`src/assert_macros.svh`:
```
// Assertion macros shared by the lidar return calibration RTL.
// Define NO_ASSERTIONS to compile every assertion macro to nothing.
`ifndef ASSERT_MACROS_SVH
`define ASSERT_MACROS_SVH
`ifndef NO_ASSERTIONS
`define LRP_ASSERT_MSG(label, clk, rstn, prop, msg) \
    label: assert property (@(posedge clk) disable iff (!(rstn)) (prop)) \
        else $error(msg);
`define LRP_ASSERT(label, clk, rstn, prop) \
    `LRP_ASSERT_MSG(label, clk, rstn, prop, "lidar return block: assertion failed")
`else
`define LRP_ASSERT_MSG(label, clk, rstn, prop, msg)
`define LRP_ASSERT(label, clk, rstn, prop)
`endif
`endif

```
`src/lrp_pkg.sv`:
```
// Shared types and constants for the lidar return to polar point block.
// No dependencies; every module of the block imports this package.
`default_nettype none

package lrp_pkg;

    // Fixed field widths.
    localparam int HEADER_W    = 16;
    localparam int SLOT_W      = 5;
    localparam int ROT_W       = 16;
    localparam int RAW_W       = 16;
    localparam int INTEN_W     = 8;
    localparam int CAL_IDX_W   = 6;
    localparam int CAL_DIST_W  = 16;
    localparam int CAL_ROT_W   = 16;
    localparam int CAL_VERT_W  = 15;
    localparam int LASER_OUT_W = 6;
    localparam int RANGE_W     = 18;
    localparam int HEAD_W      = 16;

    // Internal laser number: slot plus at most 64, so below 128.
    localparam int LSUM_W = 7;
    // Heading difference and its offset, non-negative form.
    localparam int DIFF_W = 18;

    // Configuration port.
    localparam int CFG_IDX_W  = 2;
    localparam int CFG_DATA_W = 18;

    typedef enum logic [CFG_IDX_W-1:0] {
        CFG_LOWER_BANK = 2'd0,
        CFG_MIN_RANGE  = 2'd1,
        CFG_MAX_RANGE  = 2'd2
    } cfg_index_t;

    typedef enum logic {
        FUNC_LOAD   = 1'b0,
        FUNC_RETURN = 1'b1
    } func_t;

    localparam logic [HEADER_W-1:0]       LOWER_BANK_RST = 16'd56831;
    localparam logic signed [RANGE_W-1:0] MIN_RANGE_RST  = 18'sd0;
    localparam logic signed [RANGE_W-1:0] MAX_RANGE_RST  = 18'sd65535;

    // One calibration entry per laser.
    typedef struct packed {
        logic signed [CAL_DIST_W-1:0] distance;
        logic signed [CAL_ROT_W-1:0]  rot;
        logic signed [CAL_VERT_W-1:0] vert;
    } cal_entry_t;

endpackage

`default_nettype wire

```
`src/lidar_return_to_polar_top.sv`:
```
// Top level of the lidar return to polar point block: input stage,
// calibration memory, heading reduction and result register.
// Depends on lrp_pkg, lrp_cal_tables, lrp_quot_est, lrp_wrap_fix, assert_macros.svh.
//
//   channel   | ports            | direction | moves
//   ----------+------------------+-----------+-----------------------------------
//   input     | s_valid/s_ready  | in        | calibration load or laser return
//   result    | m_valid/m_ready  | out       | one calibrated polar point
//   config    | cfg_wr_en        | in        | register write, no wait state
//
// A transfer is taken in every cycle when the result side keeps up; a return
// is read from the calibration memory at its input transfer, and a kept one
// moves on to stage 2 (quotient estimate), then to the result register
// (remainder and wrap). A load writes the calibration memory at the edge of its
// transfer. Reset is synchronous and active low; it empties the pipeline and
// restores the configuration registers. The calibration memory is not cleared.
// When m_ready is low, each stage holds until the one after it frees up, so
// up to three returns sit in the pipeline before s_ready drops.
`default_nettype none
`include "assert_macros.svh"

module lidar_return_to_polar_top #(
    parameter int LASERS_PER_BANK = 32,
    parameter int NUM_LASERS      = 64,
    parameter int STEPS_PER_TURN  = 36000
) (
    input  wire logic                                  aclk,
    input  wire logic                                  aresetn,

    input  wire logic                                  cfg_wr_en,
    input  wire logic [lrp_pkg::CFG_IDX_W-1:0]         cfg_index,
    input  wire logic [lrp_pkg::CFG_DATA_W-1:0]        cfg_wdata,

    input  wire logic                                  s_valid,
    output logic                                       s_ready,
    input  wire logic                                  s_func,
    input  wire logic [lrp_pkg::HEADER_W-1:0]          s_bank_header,
    input  wire logic [lrp_pkg::SLOT_W-1:0]            s_slot,
    input  wire logic [lrp_pkg::ROT_W-1:0]             s_rotation,
    input  wire logic [lrp_pkg::RAW_W-1:0]             s_raw_distance,
    input  wire logic [lrp_pkg::INTEN_W-1:0]           s_intensity,
    input  wire logic [lrp_pkg::CAL_IDX_W-1:0]         s_cal_index,
    input  wire logic signed [lrp_pkg::CAL_DIST_W-1:0] s_cal_distance,
    input  wire logic signed [lrp_pkg::CAL_ROT_W-1:0]  s_cal_rotation,
    input  wire logic signed [lrp_pkg::CAL_VERT_W-1:0] s_cal_vertical,

    output logic                                       m_valid,
    input  wire logic                                  m_ready,
    output logic [lrp_pkg::LASER_OUT_W-1:0]            m_laser_index,
    output logic signed [lrp_pkg::RANGE_W-1:0]         m_range,
    output logic signed [lrp_pkg::HEAD_W-1:0]          m_heading,
    output logic signed [lrp_pkg::CAL_VERT_W-1:0]      m_pitch,
    output logic [lrp_pkg::INTEN_W-1:0]                m_point_intensity
);
    import lrp_pkg::*;

    localparam int ADDR_W   = (NUM_LASERS > 1) ? $clog2(NUM_LASERS) : 1;
    // Bounds of the wrapped heading, (-turn/2, turn/2].
    localparam int HEAD_MAX = STEPS_PER_TURN / 2;
    localparam int HEAD_MIN = -((STEPS_PER_TURN - 1) / 2);

    // Configuration registers.
    logic [HEADER_W-1:0]       lower_bank_reg;
    logic signed [RANGE_W-1:0] min_range_reg;
    logic signed [RANGE_W-1:0] max_range_reg;

    always_ff @(posedge aclk) begin
        if (!aresetn) begin
            lower_bank_reg <= LOWER_BANK_RST;
            min_range_reg  <= MIN_RANGE_RST;
            max_range_reg  <= MAX_RANGE_RST;
        end else if (cfg_wr_en) begin
            unique case (cfg_index_t'(cfg_index))
                CFG_LOWER_BANK: lower_bank_reg <= cfg_wdata[HEADER_W-1:0];
                CFG_MIN_RANGE:  min_range_reg  <= $signed(cfg_wdata[RANGE_W-1:0]);
                CFG_MAX_RANGE:  max_range_reg  <= $signed(cfg_wdata[RANGE_W-1:0]);
                default: ;
            endcase
        end
    end

    // Input side: laser number and range checks on the incoming item.
    logic              accept;
    logic              is_return;
    logic [LSUM_W-1:0] laser_sum;
    logic              ret_ok;
    logic [LSUM_W-1:0] cal_ext;
    logic              cal_ok;
    logic              tbl_wr_en;
    logic              tbl_rd_en;
    cal_entry_t        tbl_wr_data;
    cal_entry_t        tbl_rd_data;

    // Pipeline control.
    logic p1_valid_reg, p1_valid_next;
    logic p2_valid_reg, p2_valid_next;
    logic m_valid_reg, m_valid_next;
    logic p2_ready;
    logic out_adv;
    logic p1_keep;

    always_comb begin
        accept    = s_valid && s_ready;
        is_return = (func_t'(s_func) == FUNC_RETURN);
        laser_sum = LSUM_W'(s_slot)
                  + ((s_bank_header == lower_bank_reg) ? LSUM_W'(LASERS_PER_BANK) : '0);
        ret_ok    = (LSUM_W'(s_slot) < LSUM_W'(LASERS_PER_BANK))
                 && ({1'b0, laser_sum} < (LSUM_W+1)'(NUM_LASERS));
        cal_ext   = LSUM_W'(s_cal_index);
        cal_ok    = ({1'b0, cal_ext} < (LSUM_W+1)'(NUM_LASERS));
        tbl_wr_en = accept && !is_return && cal_ok;
        tbl_rd_en = accept && is_return && ret_ok;
        tbl_wr_data.distance = s_cal_distance;
        tbl_wr_data.rot      = s_cal_rotation;
        tbl_wr_data.vert     = s_cal_vertical;
    end

    lrp_cal_tables #(
        .DEPTH  (NUM_LASERS),
        .ADDR_W (ADDR_W)
    ) u_tables (
        .aclk    (aclk),
        .wr_en   (tbl_wr_en),
        .wr_addr (cal_ext[ADDR_W-1:0]),
        .wr_data (tbl_wr_data),
        .rd_en   (tbl_rd_en),
        .rd_addr (laser_sum[ADDR_W-1:0]),
        .rd_data (tbl_rd_data)
    );

    // Stage 1: return fields waiting beside the memory read data.
    logic [LASER_OUT_W-1:0] p1_laser_reg;
    logic [ROT_W-1:0]       p1_rot_reg;
    logic [RAW_W-1:0]       p1_raw_reg;
    logic [INTEN_W-1:0]     p1_inten_reg;

    always_ff @(posedge aclk) begin
        if (accept) begin
            p1_laser_reg <= laser_sum[LASER_OUT_W-1:0];
            p1_rot_reg   <= s_rotation;
            p1_raw_reg   <= s_raw_distance;
            p1_inten_reg <= s_intensity;
        end
    end

    logic signed [RANGE_W-1:0] p1_range;
    logic signed [DIFF_W-1:0]  p1_diff;
    logic [DIFF_W-1:0]         p1_d_off;
    logic [DIFF_W-1:0]         p1_q_est;

    always_comb begin
        p1_range = $signed({2'b00, p1_raw_reg})
                 + $signed({{(RANGE_W-CAL_DIST_W){tbl_rd_data.distance[CAL_DIST_W-1]}},
                            tbl_rd_data.distance});
        p1_keep  = (p1_range >= min_range_reg) && (p1_range <= max_range_reg);
        p1_diff  = $signed({{(DIFF_W-CAL_ROT_W){tbl_rd_data.rot[CAL_ROT_W-1]}},
                            tbl_rd_data.rot})
                 - $signed({2'b00, p1_rot_reg});
    end

    lrp_quot_est #(
        .STEPS_PER_TURN (STEPS_PER_TURN)
    ) u_quot (
        .diff  (p1_diff),
        .d_off (p1_d_off),
        .q_est (p1_q_est)
    );

    // Stage 2: kept returns with the quotient estimate.
    logic [LASER_OUT_W-1:0]    p2_laser_reg;
    logic signed [RANGE_W-1:0] p2_range_reg;
    logic [DIFF_W-1:0]         p2_d_off_reg;
    logic [DIFF_W-1:0]         p2_q_reg;
    logic signed [CAL_VERT_W-1:0] p2_pitch_reg;
    logic [INTEN_W-1:0]        p2_inten_reg;
    logic signed [DIFF_W-1:0]  p2_heading;

    always_ff @(posedge aclk) begin
        if (p1_valid_reg && p2_ready) begin
            p2_laser_reg <= p1_laser_reg;
            p2_range_reg <= p1_range;
            p2_d_off_reg <= p1_d_off;
            p2_q_reg     <= p1_q_est;
            p2_pitch_reg <= tbl_rd_data.vert;
            p2_inten_reg <= p1_inten_reg;
        end
    end

    lrp_wrap_fix #(
        .STEPS_PER_TURN (STEPS_PER_TURN)
    ) u_wrap (
        .d_off   (p2_d_off_reg),
        .q_est   (p2_q_reg),
        .heading (p2_heading)
    );

    // Result register.
    logic [LASER_OUT_W-1:0]       m_laser_reg;
    logic signed [RANGE_W-1:0]    m_range_reg;
    logic signed [HEAD_W-1:0]     m_heading_reg;
    logic signed [CAL_VERT_W-1:0] m_pitch_reg;
    logic [INTEN_W-1:0]           m_inten_reg;

    always_ff @(posedge aclk) begin
        if (p2_valid_reg && out_adv) begin
            m_laser_reg   <= p2_laser_reg;
            m_range_reg   <= p2_range_reg;
            m_heading_reg <= $signed(p2_heading[HEAD_W-1:0]);
            m_pitch_reg   <= p2_pitch_reg;
            m_inten_reg   <= p2_inten_reg;
        end
    end

    // Each stage moves when the one after it is empty or moving. Loads and returns
    // failing the laser check never occupy a stage; out-of-window ones skip stage 2.
    always_comb begin
        out_adv       = !m_valid_reg || m_ready;
        p2_ready      = !p2_valid_reg || out_adv;
        s_ready       = !p1_valid_reg || p2_ready;
        p1_valid_next = s_ready ? tbl_rd_en : p1_valid_reg;
        p2_valid_next = p2_ready ? (p1_valid_reg && p1_keep) : p2_valid_reg;
        m_valid_next  = out_adv ? p2_valid_reg : m_valid_reg;
    end

    always_ff @(posedge aclk) begin
        if (!aresetn) begin
            p1_valid_reg <= 1'b0;
            p2_valid_reg <= 1'b0;
            m_valid_reg  <= 1'b0;
        end else begin
            p1_valid_reg <= p1_valid_next;
            p2_valid_reg <= p2_valid_next;
            m_valid_reg  <= m_valid_next;
        end
    end

    assign m_valid           = m_valid_reg;
    assign m_laser_index     = m_laser_reg;
    assign m_range           = m_range_reg;
    assign m_heading         = m_heading_reg;
    assign m_pitch           = m_pitch_reg;
    assign m_point_intensity = m_inten_reg;

    // A calibration load never enters the return pipeline.
    `LRP_ASSERT(a_load_no_stage, aclk, aresetn, (accept && !is_return) |=> !p1_valid_reg)
    // A return outside the range window is dropped before stage 2.
    `LRP_ASSERT(a_drop_out_of_window, aclk, aresetn, (p1_valid_reg && p2_ready && !p1_keep) |=> !p2_valid_reg)
    // A new result only appears when stage 2 held a kept return.
    `LRP_ASSERT(a_result_from_stage2, aclk, aresetn, $rose(m_valid_reg) |-> $past(p2_valid_reg))
    // The reduced heading lies in the half-open turn around zero.
    `LRP_ASSERT(a_heading_wrapped, aclk, aresetn, p2_valid_reg |-> ((p2_heading <= HEAD_MAX) && (p2_heading >= HEAD_MIN)))

endmodule

`default_nettype wire

```
`src/lrp_cal_tables.sv`:
```
// Per-laser calibration memory: one write port and one registered read port.
// Depends on lrp_pkg for the entry type.
`default_nettype none

module lrp_cal_tables #(
    parameter int DEPTH  = 64,
    parameter int ADDR_W = 6
) (
    input  wire logic                 aclk,
    input  wire logic                 wr_en,
    input  wire logic [ADDR_W-1:0]    wr_addr,
    input  wire lrp_pkg::cal_entry_t  wr_data,
    input  wire logic                 rd_en,
    input  wire logic [ADDR_W-1:0]    rd_addr,
    output lrp_pkg::cal_entry_t       rd_data
);
    import lrp_pkg::*;

    cal_entry_t mem [DEPTH];
    cal_entry_t rd_data_reg;

    always_ff @(posedge aclk) begin
        if (wr_en) begin
            mem[wr_addr] <= wr_data;
        end
    end

    always_ff @(posedge aclk) begin
        if (rd_en) begin
            rd_data_reg <= mem[rd_addr];
        end
    end

    assign rd_data = rd_data_reg;

endmodule

`default_nettype wire

```
`src/lrp_quot_est.sv`:
```
// Heading reduction, first half: offsets the heading difference to a
// non-negative value and estimates its quotient by one turn. Uses lrp_pkg.
`default_nettype none

module lrp_quot_est #(
    parameter int STEPS_PER_TURN = 36000
) (
    input  wire logic signed [lrp_pkg::DIFF_W-1:0] diff,
    output logic [lrp_pkg::DIFF_W-1:0]             d_off,
    output logic [lrp_pkg::DIFF_W-1:0]             q_est
);
    import lrp_pkg::*;

    // Smallest whole number of turns that lifts the most negative difference
    // (-98303) to zero or above.
    localparam int OFFSET = ((98303 + STEPS_PER_TURN - 1) / STEPS_PER_TURN) * STEPS_PER_TURN;
    // Reciprocal of one turn with DIFF_W fraction bits. The estimate is at most
    // one below the true quotient because d_off stays below 2**DIFF_W.
    localparam int RECIP = (2 ** DIFF_W) / STEPS_PER_TURN;

    logic [2*DIFF_W-1:0] prod;

    always_comb begin
        d_off = DIFF_W'(int'(diff) + OFFSET);
        prod  = d_off * DIFF_W'(RECIP);
        q_est = prod[2*DIFF_W-1:DIFF_W];
    end

endmodule

`default_nettype wire

```
`src/lrp_wrap_fix.sv`:
```
// Heading reduction, second half: remainder from the quotient estimate, one
// correction, then the wrap into the half-open turn centered on zero. Uses lrp_pkg.
`default_nettype none

module lrp_wrap_fix #(
    parameter int STEPS_PER_TURN = 36000
) (
    input  wire logic [lrp_pkg::DIFF_W-1:0]  d_off,
    input  wire logic [lrp_pkg::DIFF_W-1:0]  q_est,
    output logic signed [lrp_pkg::DIFF_W-1:0] heading
);
    import lrp_pkg::*;

    localparam logic [DIFF_W-1:0] TURN = DIFF_W'(STEPS_PER_TURN);

    logic [2*DIFF_W-1:0] prod;
    logic [DIFF_W-1:0]   rem_raw;
    logic [DIFF_W-1:0]   rem;

    always_comb begin
        prod    = q_est * TURN;
        // True remainder before correction lies in [0, 2 turns).
        rem_raw = d_off - prod[DIFF_W-1:0];
        rem     = (rem_raw >= TURN) ? (rem_raw - TURN) : rem_raw;
        // Upper half of the turn folds down to negative headings.
        if ({rem, 1'b0} > {1'b0, TURN}) begin
            heading = $signed(rem - TURN);
        end else begin
            heading = $signed(rem);
        end
    end

endmodule

`default_nettype wire
```
`config.mk`:
```
export PLATFORM = sky130hd
export DESIGN_NAME = lidar_return_to_polar_top
export DESIGN_NICKNAME = d
export VERILOG_FILES = /design/src/lrp_pkg.sv /design/src/lidar_return_to_polar_top.sv /design/src/lrp_cal_tables.sv /design/src/lrp_quot_est.sv /design/src/lrp_wrap_fix.sv
export VERILOG_INCLUDE_DIRS = /design/src /design/src/src
export SDC_FILE = /design/constraint.sdc
export NUM_CORES = 2
export LEC_CHECK = 0
export BUFFER_PORTS_ARGS = -buffer_cell sky130_fd_sc_hd__buf_2
export CAP_MARGIN = 30
export CORE_MARGIN = 4
export CORE_UTILIZATION = 37
export CTS_CLUSTER_SIZE = 8
export DETAILED_ROUTE_END_ITERATION = 8
export GPL_ROUTABILITY_DRIVEN = 0
export SLEW_MARGIN = 15
export SYNTH_ARGS = -nofsm -noshare
export SYNTH_HDL_FRONTEND = slang
export SYNTH_SLANG_ARGS = --single-unit
```
`constraint.sdc`:
```
create_clock -name aclk -period 6.9 [get_ports aclk]
set_input_delay 0.345 -clock aclk [delete_from_list [all_inputs] [get_ports aclk]]
set_output_delay 0.345 -clock aclk [all_outputs]
set_load 0.02 [all_outputs]
```
==> run metrics <==
status finished, final reports clean; combinational share of power 9.0%; Power Total 45730 uW; Post-synth top cells 3232 x edfxtp_1, 986 x mux4_2, 192 x clkbuf_1, 140 x nand2_1, 126 x inv_1; Least-Margin Pin Slew 1149 ps; CTS H-tree lvls 5; largest net degree at the start of global routing 116; Crit Path Class flip-flop to flip-flop; Yosys warning total 0; via count of the first global-routing pass 62960; area delta synth->final 17.52%; antenna violations before repair 35; post-route cell area 150600 um^2; routed wire length per instance 31.32 um; Post-Route WL 340100 um; Critical Path End p2_q_reg[2]; crit path capture type flip-flop; most frequent CP cell a21o_1; # port buffers 204; total grt overflow 0; Clock Skew 68.25 ps; cells on worst reg2reg path 24; Cell Area, Synth 128100 um^2; start point of the worst hold path s_slot[1]; crit-path max FO 4; clk slew on worst S/H paths 50 ps; ANT nets after route 0; share of the synthesized area in the top cell type 75.74%; Net Sw Frac 22.18%; Die W 596.5 um; first-pass GRT wire length 480400 um; Post-synth ARST share 0%; Seq/Total Area, Yosys 76.60%; Syn Area/Cell 23.33 um^2; Static Leakage 0.04790 uW; final setup vio count 0; Die Y 596.5 um; Crit path largest cell delay 490 ps; CTS tree done; number of flip-flops under the largest register name 3008; Fill cells 28670; Num CTS Buffers 449; critical path, cell by cell ha_1, ha_1, inv_1, fa_1, nor2b_1, o21ai_0, a21boi_0, o21ai_0, a21boi_0, o21ai_0, a21boi_0, o221ai_1, a21oi_1, a21o_1, xor2_1, fa_1, ha_1, a21o_1, a21o_1, o32ai_1, a31oi_1, a21oi_1, o21bai_1, a21o_1; Nets 6526; slowest CP cell fa_1; Final Slew Violations 0; post-synth net total 5777; count leader, synth edfxtp_1; ys flop type edfxtp_1; minimum clock period 6105 ps; CTS root buffer clkbuf_16; DRT Pass-1 Iters 6; synth unique cells 86; initial core utilization 37.24%; FF-to-FF setup slack 790 ps; RSZ-0062 raised after global routing no; synth top area cells edfxtp_1 76%, mux4_2 17%, ha_1 1.2%, dfxtp_1 0.86%, clkbuf_1 0.56%; Clock Latency Late Sink 980 ps; post-CTS setup buffers 0; Clock Sink Count 3287; drt drc 0; EDFF count, synth 3232; Setup TNS 0 ps; Post-DP Area 136400 um^2; Clk pwr share 42.3%; upper clock frequency limit 0.1638 GHz; Slew headroom 22.59%; Int Pwr 35590 uW; Die Area 355800 um^2; Post-DP HPWL 183700 um; Max clock buf depth 4; critical path launch point u_tables.rd_data[16]; dpl cells 10180; DR vias/cell 5.669; IO Pins 205; final std cells w/o fill 10860; Post-Syn Instances 5492; #FFs+latches synth 3287; switching pwr 10150 uW; # rows 215; sequential cell fraction of total power 48.7%; RR Startpoint u_tables.rd_data[16]; final core occ 43.77%; Hold Vio Cnt, Final 0; Critical Path RT 7590 ps; VDD IR max 0.2489 mV; layout cells sized above 1 31.60%; # Max-Cap Violations 0; initial drt markers 7710; pwr dens 303.7 nW/um^2; RR Endpoint p2_q_reg[2]; Startpoint Class flip-flop; GR Util All Layers 18.84%; worst hold path type input pin to flip-flop; Final period util 88.49%; WP data arrival 6790 ps; Core Area 344100 um^2; total number of vias 61560; Yosys top cell by area edfxtp_1
## cell usage in the layout (no fill, tap or decap), drive strengths merged, types with 11 or more instances in the layout
cell type | synthesis | routed
edfxtp | 3232 | 3232
mux4 | 986 | 986
clkbuf | 192 | 478
buf | 59 | 424
nand2 | 141 | 141
inv | 127 | 134
ha | 125 | 125
dlygate4sd3 | 0 | 125
nor2 | 108 | 108
dfxtp | 55 | 55
xnor2 | 44 | 44
nand3 | 36 | 36
xor2 | 35 | 35
a21oi | 34 | 34
a21o | 30 | 30
a21boi | 29 | 29
o21ai | 29 | 29
o211ai | 27 | 27
fa | 20 | 20
clkinv | 0 | 15
nor3 | 13 | 13
o21a | 13 | 13
nor2b | 12 | 12
mux2i | 11 | 11
## critical path, delay by kind of cell, from the launching register on
family	cells	cell delay, ps
buffers and inverters	1	70
XOR/XNOR	1	460
adder cells (fa/ha/maj)	5	1700
flip-flops	1	370
AND/OR/NAND/NOR	1	150
AO/OA/AOI/OAI	16	3090
## routing by layer
metal / share of wire (%) / GRT usage (%) / vias to the layer above
met5: 0.011 / 0 / -
met4: 2.8 / 5.507 / 8
met3: 8.2 / 3.755 / 558
met2: 48 / 29.97 / 2943
met1: 41 / 26.46 / 33350
li1: - / - / 24700
## how the worst min path moves through the flow
stage,endpoint,depth (start not counted),slack [ps]
after floorplan,m_laser_index[0],0,400
after global placement,p2_laser_reg[1],0,400
after detailed placement,m_range[11],0,400
after CTS,lower_bank_reg[4],4,4
after global routing,p1_laser_reg[1],1,30
final,p1_laser_reg[1],1,50
## cell families after synthesis
logic type / count (synthesis) / share of synthesized area (%)
multiplexers: 1000 / 17.46
adder cells (fa/ha/maj): 145 / 1.533
AO/OA/AOI/OAI: 228 / 1.365
AND/OR/NAND/NOR: 375 / 1.353
XOR/XNOR: 79 / 0.5693
flip-flops: 3287 / 76.60
buffers and inverters: 378 / 1.123
## per-stage QoR
| step | worst slack [ps] | hold slack [ps] |
|---|---|---|
| 6_report | 794.5 | 51.11 |
| 5_1_grt | 182.0 | 28.51 |
| 4_1_cts | 702.4 | 4.159 |
| 3_5_place_dp | 779.6 | 404.5 |
| 3_3_place_gp | 732.4 | 400.3 |
| 2_1_floorplan | 1560 | 400.3 |
## final cells by class
class	count	area, um^2	share of cell area (%)
clock buffers	478	11470	7.618
repair buffers	549	5266	3.497
inverters	127	479.2	0.3182
clock inverters	23	457.9	0.3041
diodes	10	25.02	0.01662
well taps	4557	5702	3.786
flip-flops and latches	3287	98150	65.18
multi-input cells	1827	29030	19.28
## repair_timing
| action | in CTS | in global routing |
|---|---|---|
| gates resized for setup | 0 | 0 |
| hold buffers | 79 | 46 |
| endpoints found under the hold margin | 121 | 1791 |
## power groups by stage
| stage | sequential (uW) | clock, uW | combinational [uW] |
|---|---|---|---|
| 6_report | 22300 | 19300 | 4120 |
| 5_1_grt | 22200 | 20600 | 4540 |
| 4_1_cts | 22300 | 19700 | 4070 |
| 3_5_place_dp | 22600 | 0 | 4010 |
| 3_3_place_gp | 22600 | 0 | 3940 |
| 2_1_floorplan | 22600 | 0 | 2850 |
Power figures use the tool's default switching activity.
